$ cat config.mk
export PLATFORM = sky130hd
export DESIGN_NAME = stolen_time_tick_accounting_top
export DESIGN_NICKNAME = d
export VERILOG_FILES = /design/src/hw/rtl/stta_pkg.sv /design/src/hw/rtl/stta_div.sv /design/src/hw/rtl/stolen_time_tick_accounting_top.sv
export SDC_FILE = /design/constraint.sdc
export NUM_CORES = 2
export LEC_CHECK = 0
export BUFFER_PORTS_ARGS = -buffer_cell sky130_fd_sc_hd__buf_2
export CELL_PAD_IN_SITES_DETAIL_PLACEMENT = 0
export CELL_PAD_IN_SITES_GLOBAL_PLACEMENT = 1
export CORE_MARGIN = 4
export CORE_UTILIZATION = 55
export CTS_CLUSTER_SIZE = 10
export DETAILED_ROUTE_END_ITERATION = 7
export PLACE_DENSITY_LB_ADDON = 0.3
export SLEW_MARGIN = 20
export SYNTH_ARGS = -nofsm -noshare
export SYNTH_HDL_FRONTEND = slang
export SYNTH_SLANG_ARGS = --single-unit
$ cat constraint.sdc
create_clock -name aclk -period 33.5 [get_ports aclk]
set_input_delay 1.675 -clock aclk [delete_from_list [all_inputs] [get_ports aclk]]
set_output_delay 1.675 -clock aclk [all_outputs]
set_load 0.01 [all_outputs]
$ cat src/hw/rtl/stta_pkg.sv
`default_nettype none

package stta_pkg;

    localparam int NUM_CPUS_DEFAULT  = 8;
    localparam int CPU_W             = 3;
    localparam int STATE_W           = 2;
    localparam int CNT_W             = 64;
    localparam int DIV_W             = 30;
    localparam int TICK_W            = 63;
    localparam int DVD_W             = 64;
    localparam int BITS_PER_CYCLE    = 2;

    localparam logic [DIV_W-1:0]   TICK_LEN_RESET    = 30'd4000000;
    localparam logic [STATE_W-1:0] RUN_STATE_RUNNING = 2'd0;

    typedef enum logic [2:0] {
        ST_IDLE,
        ST_DELTA,
        ST_SUM,
        ST_START_S,
        ST_DIV_S,
        ST_DIV_B,
        ST_WRITE,
        ST_OUT
    } state_t;

    typedef struct packed {
        logic busy;
        logic done;
    } div_status_t;

    typedef struct packed {
        logic [CNT_W-1:0] last_blocked;
        logic [CNT_W-1:0] last_runnable;
        logic [CNT_W-1:0] last_offline;
        logic [DIV_W-1:0] stolen_rem;
        logic [DIV_W-1:0] blocked_rem;
    } cpu_entry_t;

endpackage

`default_nettype wire

$ cat src/hw/rtl/stta_div.sv
`default_nettype none

module stta_div (
    input  wire logic                         aclk,
    input  wire logic                         aresetn,
    input  wire logic                         start,
    input  wire logic [stta_pkg::TICK_W-1:0]  dividend,
    input  wire logic [stta_pkg::DIV_W-1:0]   divisor,
    output stta_pkg::div_status_t             status,
    output logic      [stta_pkg::TICK_W-1:0]  quotient,
    output logic      [stta_pkg::DIV_W-1:0]   remainder
);
    import stta_pkg::*;

    localparam int STEPS  = DVD_W / BITS_PER_CYCLE;
    localparam int STEP_W = $clog2(STEPS);

    logic [DVD_W-1:0]  work_reg, work_next;
    logic [DIV_W-1:0]  rem_reg, rem_next;
    logic [STEP_W-1:0] cnt_reg, cnt_next;
    logic              busy_reg, busy_next;
    logic              done_reg, done_next;

    logic [DIV_W-1:0]  step_rem;
    logic [DVD_W-1:0]  step_work;
    logic [DIV_W:0]    trial;
    logic              fits;

    // restoring division, two quotient bits per cycle
    always_comb begin
        step_rem  = rem_reg;
        step_work = work_reg;
        trial     = '0;
        fits      = 1'b0;
        for (int i = 0; i < BITS_PER_CYCLE; i++) begin
            trial     = {step_rem, step_work[DVD_W-1]};
            fits      = (trial >= {1'b0, divisor});
            step_work = {step_work[DVD_W-2:0], fits};
            step_rem  = fits ? DIV_W'(trial - {1'b0, divisor}) : trial[DIV_W-1:0];
        end
    end

    always_comb begin
        work_next = work_reg;
        rem_next  = rem_reg;
        cnt_next  = cnt_reg;
        busy_next = busy_reg;
        done_next = 1'b0;
        if (start) begin
            work_next = {1'b0, dividend};
            rem_next  = '0;
            cnt_next  = STEP_W'(STEPS - 1);
            busy_next = 1'b1;
        end else if (busy_reg) begin
            work_next = step_work;
            rem_next  = step_rem;
            cnt_next  = cnt_reg - 1'b1;
            if (cnt_reg == '0) begin
                busy_next = 1'b0;
                done_next = 1'b1;
            end
        end
    end

    always_ff @(posedge aclk) begin
        if (!aresetn) begin
            busy_reg <= 1'b0;
            done_reg <= 1'b0;
        end else begin
            busy_reg <= busy_next;
            done_reg <= done_next;
        end
    end

    always_ff @(posedge aclk) begin
        work_reg <= work_next;
        rem_reg  <= rem_next;
        cnt_reg  <= cnt_next;
    end

    assign status.busy = busy_reg;
    assign status.done = done_reg;
    assign quotient    = work_reg[TICK_W-1:0];
    assign remainder   = rem_reg;

endmodule

`default_nettype wire

$ cat src/hw/rtl/stolen_time_tick_accounting_top.sv
`default_nettype none

// Channel  Dir  Handshake             Payload
// s_       in   s_tvalid / s_tready   s_tuser: cpu_index; s_tdata: run state, three totals
// m_       out  m_tvalid / m_tready   m_tuser: not_running_warning; m_tdata: steal, idle
// cfg_     in   cfg_valid / cfg_ready cfg_data: tick length in ns
//
// One event runs through the read, delta and sum steps, two back-to-back 64-bit divisions on
// the shared restoring divider (2 quotient bits per cycle) and the write-back to the per-CPU
// state memory.
// Reset (aresetn low, synchronous) clears all valid bits, so every CPU starts from zero.
// A new event is taken as soon as the previous result sits in the output register,
// even while m_tready is low; the block then stalls only before loading the next result.
module stolen_time_tick_accounting_top #(
    parameter int NUM_CPUS = stta_pkg::NUM_CPUS_DEFAULT
) (
    input  wire logic         aclk,
    input  wire logic         aresetn,
    input  wire logic         s_tvalid,
    output logic              s_tready,
    // [1:0] run_state, [65:2] blocked_total, [129:66] runnable_total,
    // [193:130] offline_total, [199:194] zero
    input  wire logic [199:0] s_tdata,
    // [2:0] cpu_index
    input  wire logic [2:0]   s_tuser,
    output logic              m_tvalid,
    input  wire logic         m_tready,
    // [62:0] steal_ticks, [125:63] idle_ticks, [127:126] zero
    output logic      [127:0] m_tdata,
    // [0] not_running_warning
    output logic      [0:0]   m_tuser,
    input  wire logic         cfg_valid,
    output logic              cfg_ready,
    input  wire logic [29:0]  cfg_data
);
    import stta_pkg::*;

    localparam int AW = (NUM_CPUS > 1) ? $clog2(NUM_CPUS) : 1;

    state_t state_reg, state_next;

    logic [DIV_W-1:0]   tick_len_reg;
    logic [DIV_W-1:0]   divisor;

    logic [8:0]         cpu_fold;
    logic [AW-1:0]      cpu_addr;
    logic [AW-1:0]      addr_reg;
    logic               warn_reg;
    logic [CNT_W-1:0]   blk_reg, run_reg, off_reg;

    cpu_entry_t         mem [NUM_CPUS];
    cpu_entry_t         rd_reg;
    cpu_entry_t         prev;
    cpu_entry_t         wr_entry;
    logic [NUM_CPUS-1:0] valid_reg;
    logic               rd_valid_reg;

    logic [CNT_W-1:0]   d_blk_reg, d_run_reg, d_off_reg;
    logic [DIV_W-1:0]   rem_s_reg, rem_b_reg;
    logic [CNT_W-1:0]   stolen_sum, blocked_sum;
    logic [TICK_W-1:0]  stolen_reg, blocked_reg;
    logic [TICK_W-1:0]  steal_q_reg, idle_q_reg;

    logic [TICK_W-1:0]  out_steal_reg, out_idle_reg;
    logic               out_warn_reg;
    logic               m_tvalid_reg, m_tvalid_next;

    logic               in_accept;
    logic               div_start;
    logic               div_sel_b;
    logic               mem_we;
    logic               out_load;
    logic [TICK_W-1:0]  div_dividend;
    div_status_t        div_stat;
    logic [TICK_W-1:0]  div_q;
    logic [DIV_W-1:0]   div_r;

    // configuration
    assign cfg_ready = 1'b1;
    always_ff @(posedge aclk) begin
        if (!aresetn) begin
            tick_len_reg <= TICK_LEN_RESET;
        end else if (cfg_valid) begin
            tick_len_reg <= cfg_data;
        end
    end
    assign divisor = (tick_len_reg == '0) ? DIV_W'(1) : tick_len_reg;

    // fold cpu_index into range by repeated subtraction
    always_comb begin
        cpu_fold = {6'b0, s_tuser};
        for (int i = 0; i < 8; i++) begin
            if (cpu_fold >= 9'(NUM_CPUS)) begin
                cpu_fold = cpu_fold - 9'(NUM_CPUS);
            end
        end
    end
    assign cpu_addr  = cpu_fold[AW-1:0];
    assign in_accept = s_tvalid && s_tready;

    // next state
    always_comb begin
        state_next = state_reg;
        case (state_reg)
            ST_IDLE:    if (s_tvalid) state_next = ST_DELTA;
            ST_DELTA:   state_next = ST_SUM;
            ST_SUM:     state_next = ST_START_S;
            ST_START_S: state_next = ST_DIV_S;
            ST_DIV_S:   if (div_stat.done) state_next = ST_DIV_B;
            ST_DIV_B:   if (div_stat.done) state_next = ST_WRITE;
            ST_WRITE:   state_next = ST_OUT;
            ST_OUT:     if (!m_tvalid_reg || m_tready) state_next = ST_IDLE;
            default:    state_next = ST_IDLE;
        endcase
    end

    // outputs of the sequencer
    always_comb begin
        s_tready  = 1'b0;
        div_start = 1'b0;
        div_sel_b = 1'b0;
        mem_we    = 1'b0;
        out_load  = 1'b0;
        case (state_reg)
            ST_IDLE:    s_tready = 1'b1;
            ST_START_S: div_start = 1'b1;
            ST_DIV_S: begin
                div_sel_b = 1'b1;
                div_start = div_stat.done;
            end
            ST_WRITE:   mem_we = 1'b1;
            ST_OUT:     out_load = !m_tvalid_reg || m_tready;
            default: begin
                s_tready = 1'b0;
            end
        endcase
    end

    always_ff @(posedge aclk) begin
        if (!aresetn) begin
            state_reg <= ST_IDLE;
        end else begin
            state_reg <= state_next;
        end
    end

    // per-CPU state memory with registered read
    assign wr_entry.last_blocked  = blk_reg;
    assign wr_entry.last_runnable = run_reg;
    assign wr_entry.last_offline  = off_reg;
    assign wr_entry.stolen_rem    = rem_s_reg;
    assign wr_entry.blocked_rem   = rem_b_reg;

    always_ff @(posedge aclk) begin
        if (in_accept) begin
            rd_reg <= mem[cpu_addr];
        end
        if (mem_we) begin
            mem[addr_reg] <= wr_entry;
        end
    end

    always_ff @(posedge aclk) begin
        if (!aresetn) begin
            valid_reg    <= '0;
            rd_valid_reg <= 1'b0;
        end else begin
            if (in_accept) begin
                rd_valid_reg <= valid_reg[cpu_addr];
            end
            if (mem_we) begin
                valid_reg[addr_reg] <= 1'b1;
            end
        end
    end

    // never-written entries read as zero
    assign prev = rd_valid_reg ? rd_reg : '0;

    assign stolen_sum  = d_run_reg + d_off_reg + {{(CNT_W-DIV_W){1'b0}}, rem_s_reg};
    assign blocked_sum = d_blk_reg + {{(CNT_W-DIV_W){1'b0}}, rem_b_reg};

    always_ff @(posedge aclk) begin
        if (in_accept) begin
            addr_reg <= cpu_addr;
            warn_reg <= (s_tdata[1:0] != RUN_STATE_RUNNING);
            blk_reg  <= s_tdata[65:2];
            run_reg  <= s_tdata[129:66];
            off_reg  <= s_tdata[193:130];
        end
        if (state_reg == ST_DELTA) begin
            d_blk_reg <= blk_reg - prev.last_blocked;
            d_run_reg <= run_reg - prev.last_runnable;
            d_off_reg <= off_reg - prev.last_offline;
            rem_s_reg <= prev.stolen_rem;
            rem_b_reg <= prev.blocked_rem;
        end
        if (state_reg == ST_SUM) begin
            // negative as signed 64-bit clamps to zero
            stolen_reg  <= stolen_sum[CNT_W-1]  ? '0 : stolen_sum[TICK_W-1:0];
            blocked_reg <= blocked_sum[CNT_W-1] ? '0 : blocked_sum[TICK_W-1:0];
        end
        if (state_reg == ST_DIV_S && div_stat.done) begin
            steal_q_reg <= div_q;
            rem_s_reg   <= div_r;
        end
        if (state_reg == ST_DIV_B && div_stat.done) begin
            idle_q_reg <= div_q;
            rem_b_reg  <= div_r;
        end
        if (out_load) begin
            out_steal_reg <= steal_q_reg;
            out_idle_reg  <= idle_q_reg;
            out_warn_reg  <= warn_reg;
        end
    end

    assign div_dividend = div_sel_b ? blocked_reg : stolen_reg;

    stta_div u_div (
        .aclk      (aclk),
        .aresetn   (aresetn),
        .start     (div_start),
        .dividend  (div_dividend),
        .divisor   (divisor),
        .status    (div_stat),
        .quotient  (div_q),
        .remainder (div_r)
    );

    // output register
    always_comb begin
        m_tvalid_next = m_tvalid_reg;
        if (out_load) begin
            m_tvalid_next = 1'b1;
        end else if (m_tready) begin
            m_tvalid_next = 1'b0;
        end
    end

    always_ff @(posedge aclk) begin
        if (!aresetn) begin
            m_tvalid_reg <= 1'b0;
        end else begin
            m_tvalid_reg <= m_tvalid_next;
        end
    end

    assign m_tvalid = m_tvalid_reg;
    assign m_tdata  = {2'b00, out_idle_reg, out_steal_reg};
    assign m_tuser  = out_warn_reg;

`ifndef SYNTH
    a_idle_div_quiet: assert property (@(posedge aclk) disable iff (!aresetn)
        s_tready |-> !div_stat.busy && !div_stat.done)
        else $error("divider active while accepting a new event");

    a_done_in_div_state: assert property (@(posedge aclk) disable iff (!aresetn)
        div_stat.done |-> (state_reg == ST_DIV_S || state_reg == ST_DIV_B))
        else $error("divider finished outside a division step");

    a_load_then_ready: assert property (@(posedge aclk) disable iff (!aresetn)
        out_load |=> m_tvalid && s_tready)
        else $error("result load did not present output and reopen input");

    a_write_after_div: assert property (@(posedge aclk) disable iff (!aresetn)
        mem_we |-> $past(state_reg) == ST_DIV_B && $past(div_stat.done))
        else $error("state write-back without completed blocked division");
`endif

endmodule

`default_nettype wire
==> reports/results.env <==
DETAILROUTE.VIA_COUNT=74561
FINAL.FILL_COUNT=17662
FINAL_LAYOUT_SIZE_SUFFIX_GT1_SHARE_PCT=19.50
CRITICAL_PATH.TOP_DELAY_FAMILY='compound AO/OA/AOI/OAI gates'
MAX-VDD-IR-DROP_V=0.00007054
TIMING_WORST_SLEW_PIN_VALUE_NS=1.147
POSTSYNTHAREAPERCELL_SQ_UM=16.90
PERIOD_MINUS_SLACK_NS=6.778
LARGEST_NET_DEGREE_AT_THE_START_OF_GLOBAL_ROUTING=141
FINAL_NET_COUNT=9277
INITIAL_CORE_UTIL_PCT=55.24
CTS.SINK_COUNT=3239
RUN_STATUS='completed'
LEAKAGEPOWER_nW=51.70
SYNTH-WARNING-COUNT=0
TIMING.CRITICAL_PATH.SLOWEST_STAGE_CELL='sky130_fd_sc_hd__a41o_1'
CRITPATHLAUNCH='tick_len_reg[6]'
POWER_DENSITY_nW_PER_UM2=68.57
REQUIRED_NS=34.28
FIN_CELLS=12059
SEQUENTIAL_SHARE_OF_POWER_PCT=46.6
WORST_PATH_LARGEST_CELL_DELAY_NS=0.51
RSZ0062_AT_GRT='false'
ARRIVAL_TIME_OF_DATA_AT_THE_CRITICAL_PATH_ENDPOINT_NS=7.56
HOLD_PATH_CLASS='flip-flop to flip-flop'
CTS.CLK_SLEW.WORST_PATHS_NS=0.05
WL_PER_CELL_UM=26.92
TIMING.CRITICAL_PATH.TO_TYPE='flip-flop'
INTPOWER_mW=7.567
CRIT-REG2REG-CAPTURE='u_div.remainder[29]'
CRIT_FANOUT=45
GRT_FIRST_PASS_WIRELENGTH_MM=483.9
FP.DIEW_UM=507.5
ACHIEVABLE-FREQUENCY_GHz=0.1475
TNS_NS=0
SEQUENTIAL_CELL_AREA_SQ_UM=96460
TIMING.CRITICAL_PATH.BUF_INV=2
HOLD_VIOL=0
RELSLEWSLACK_PCT=22.44
ROUTABILITYCONGESTION=0.9501
TIMING.CRITICAL_PATH.DEPTH=24
POSTCTSHOLDBUFS=0
CLOCKBUFFERDEPTH=4
GRT_OVERFLOW_TOTAL=0
CLKLATENCYLATEPIN_NS=0.97
MULTI_INPUT_AREA_SQ_UM=39000
FINAL.HOLD.WORST_SLACK_NS=0.4049
LARGEST_REG_FLOPS=2016
COMBINATIONALPOWERSHARE_PCT=19.7
NUMBER_OF_ENABLE_FLIP_FLOP_CELLS_AFTER_SYNTHESIS=3158
P_CLK_SHARE_PCT=33.8
DP_CELLS=11574
WORSTPATHCELLLIST='nor4_1 > nand4_1 > o21bai_1 > ha_1 > nor2b_1 > o2111ai_1 > a211oi_1 > o21ai_0 > nand3_1 > a41o_1 > o21ai_0 > inv_1 > ha_1 > nor2b_1 > o31a_1 > o21ai_0 > a21oi_1 > o2111ai_1 > a211oi_1 > o31a_1 > a2111o_1 > buf_4 > a2111oi_2 > nor3_1'
POST_CTS_RESIZED=0
SYNTH.FF_LATCH_COUNT=3239
REMAINING_ROUTING_DRC_VIOLATIONS=0
FINAL_CORE_UTIL_PCT=61.60
REG2REGPATHDEPTH=24
SYNTH.YOSYS.SEQ_AREA_SHARE_PCT=70.29
GRT_ANTENNA_BEFORE_REPAIR=10
DIE_H_UM=507.5
TRITONCTS='done'
FINAL_SLEW_VIOL_COUNT=0
CTS_HTREE_LEVELS=5
GRT_UTIL_ALL_LAYERS_PCT=25.10
DRC_MARKER_COUNT_FROM_THE_FIRST_DETAILED_ROUTE_ITERATION=7697
PRE_CTS_WS_NS=26.70
TIMING.CLOCK.SKEW_NS=0.06866
SYNTHFLOPTYPE='sky130_fd_sc_hd__edfxtp_1'
RR_STARTPOINT='tick_len_reg[6]'
P_SW_SHARE_PCT=27.89
NETSWITCHINGPOWER_mW=2.927
VIA_COUNT_OF_THE_FIRST_GLOBAL_ROUTING_PASS=74689
LAYOUT.CELLS.MOST_COMMON='sky130_fd_sc_hd__edfxtp_1'
CELL_COUNT_AFTER_SYNTHESIS=8121
PLACE_HPWL_MM=201.5
LAYOUT_COMMON_CELLS='sky130_fd_sc_hd__edfxtp_1, sky130_fd_sc_hd__nand2_1, sky130_fd_sc_hd__mux4_2, sky130_fd_sc_hd__clkbuf_16, sky130_fd_sc_hd__ha_1'
ANT_NETS=0
ASYNC_RESET_FF_SHARE_PCT=0
SYNTHTOLAYOUTAREAGROWTH_PCT=11.52
SYNTH_CELL_TYPE_COUNT=95
FINAL.PERIOD_UTILIZATION_PCT=20.23
DRT-VIAS-PER-INSTANCE=6.183
NUMBER_OF_VIOLATIONS_OF_THE_MAX_CAPACITANCE_LIMIT=0
CRIT_PATH_FREQUENT_CELL='sky130_fd_sc_hd__o21ai_0'
CLK_ROOT_BUFFER_CELL='sky130_fd_sc_hd__clkbuf_16'
CTS_SETUP_BUFFERS=0
REG2REG_SLACK_NS=26.72
DR.PASS1.ITERS=6
PIN_COUNT=370
DESIGN.DIE.AREA_SQ_UM=257600
CTS_MADE_BUFFERS=381
SETUP_VIOL=0
CRIT_TYPE='flip-flop to flip-flop'
CORE_ROWS=183
FINAL_CRITICAL_PATH_SETUP_SLACK_NS=26.72
ENDPOINT='u_div.remainder[29]'
DRT-TOTAL-WL_MM=324.7
CRITICAL_PATH_START_TYPE='flip-flop'
CORE_AREA_SQ_UM=248400
NUMPORTBUFFERS=360
AREA_OF_THE_MAPPED_NETLIST_SQ_UM=137200
area by class of cell:
cell class | instances | area share (%)
multi-input cells | 4413 | 25.48
well taps | 3330 | 2.723
repair buffers | 454 | 1.732
diodes | 3 | 0.004905
inverters | 138 | 0.3393
flip-flops and latches | 3239 | 63.03
clock inverters | 33 | 0.2314
clock buffers | 449 | 6.459
power groups by stage:
stage | sequential, mW | combinational [mW] | clock [mW]
4_1_cts | 4.88 | 2.05 | 3.61
3_3_place_gp | 4.95 | 2.03 | 0
2_1_floorplan | 4.90 | 1.53 | 0
5_1_grt | 4.90 | 2.26 | 3.78
6_report | 4.89 | 2.06 | 3.54
3_5_place_dp | 4.96 | 2.04 | 0
layer usage:
metal	vias to the layer above	wire, um	global-route usage, %
met3	548	23960	3.260
met1	38091	139500	37.46
li1	32821	-	-
met4	6	8916	7.094
met5	-	38	0
met2	3095	152200	39.41
worst reg2reg max path: cells and delay by family, from the launching register on:
kind	cells	cell delay, ns
buffers and inverters	2	0.45
AND/OR/NAND/NOR	6	1.05
AO/OA/AOI/OAI	14	4.28
flip-flops	1	0.33
adder cells (fa/ha/maj)	2	0.53
synthesized netlist by cell type (all sizes together), types with 16 or more instances:
library cell | n | area [sq um]
mux4 | 506 | 11400
o21ai | 332 | 1680
mux2 | 260 | 2928
xor2 | 141 | 1242
nand3 | 111 | 568.1
a21o | 220 | 1652
fa | 37 | 740.7
nor3 | 63 | 315.3
o21a | 58 | 435.4
a31o | 16 | 140.1
ha | 375 | 4692
nor4 | 20 | 140.1
a211oi | 29 | 222.7
nor2b | 68 | 425.4
dfxtp | 81 | 1622
buf | 91 | 465.5
and3 | 42 | 262.8
edfxtp | 3158 | 94830
nand2b | 45 | 281.5
a31oi | 28 | 181.4
xnor2 | 205 | 1795
o21bai | 56 | 420.4
nand2 | 631 | 2369
nor2 | 356 | 1336
o211ai | 21 | 157.7
inv | 138 | 518.0
nor3b | 18 | 135.1
nand4 | 65 | 406.6
clkbuf | 241 | 907.1
a21oi | 362 | 1827
and2 | 27 | 168.9
mux2i | 103 | 1031
worst min-delay path by stage:
stage	slack (ns)	depth (start not counted)	endpoint	startpoint
finish	0.40	0	out_idle_reg[58]	idle_q_reg[58]
global placement	0.40	0	out_steal_reg[57]	steal_q_reg[57]
floorplan	0.40	0	m_tuser	warn_reg
detailed placement	0.40	0	out_idle_reg[11]	idle_q_reg[11]
CTS	0.41	0	out_idle_reg[6]	idle_q_reg[6]
global route	0.41	0	out_steal_reg[11]	steal_q_reg[11]
cells by family after synthesis:
logic type	after synthesis	synth area share, %
adders and majority gates	412	3.959
DFF	3239	70.29
other	2	0.005473
AOI/OAI and AO/OA	1283	5.998
muxes	869	11.19
and+or+nand+nor	1500	4.973
xor gates and xnor gates	346	2.214
buffers and inverters	470	1.378
through the flow:
step,area (sq um),power [mW]
floorplan,137200,6.427
global placement,142800,6.980
detailed placement,142800,7.000
CTS,153000,10.54
global route,153000,10.95
finish,153000,10.49
Power figures use the tool's default switching activity.
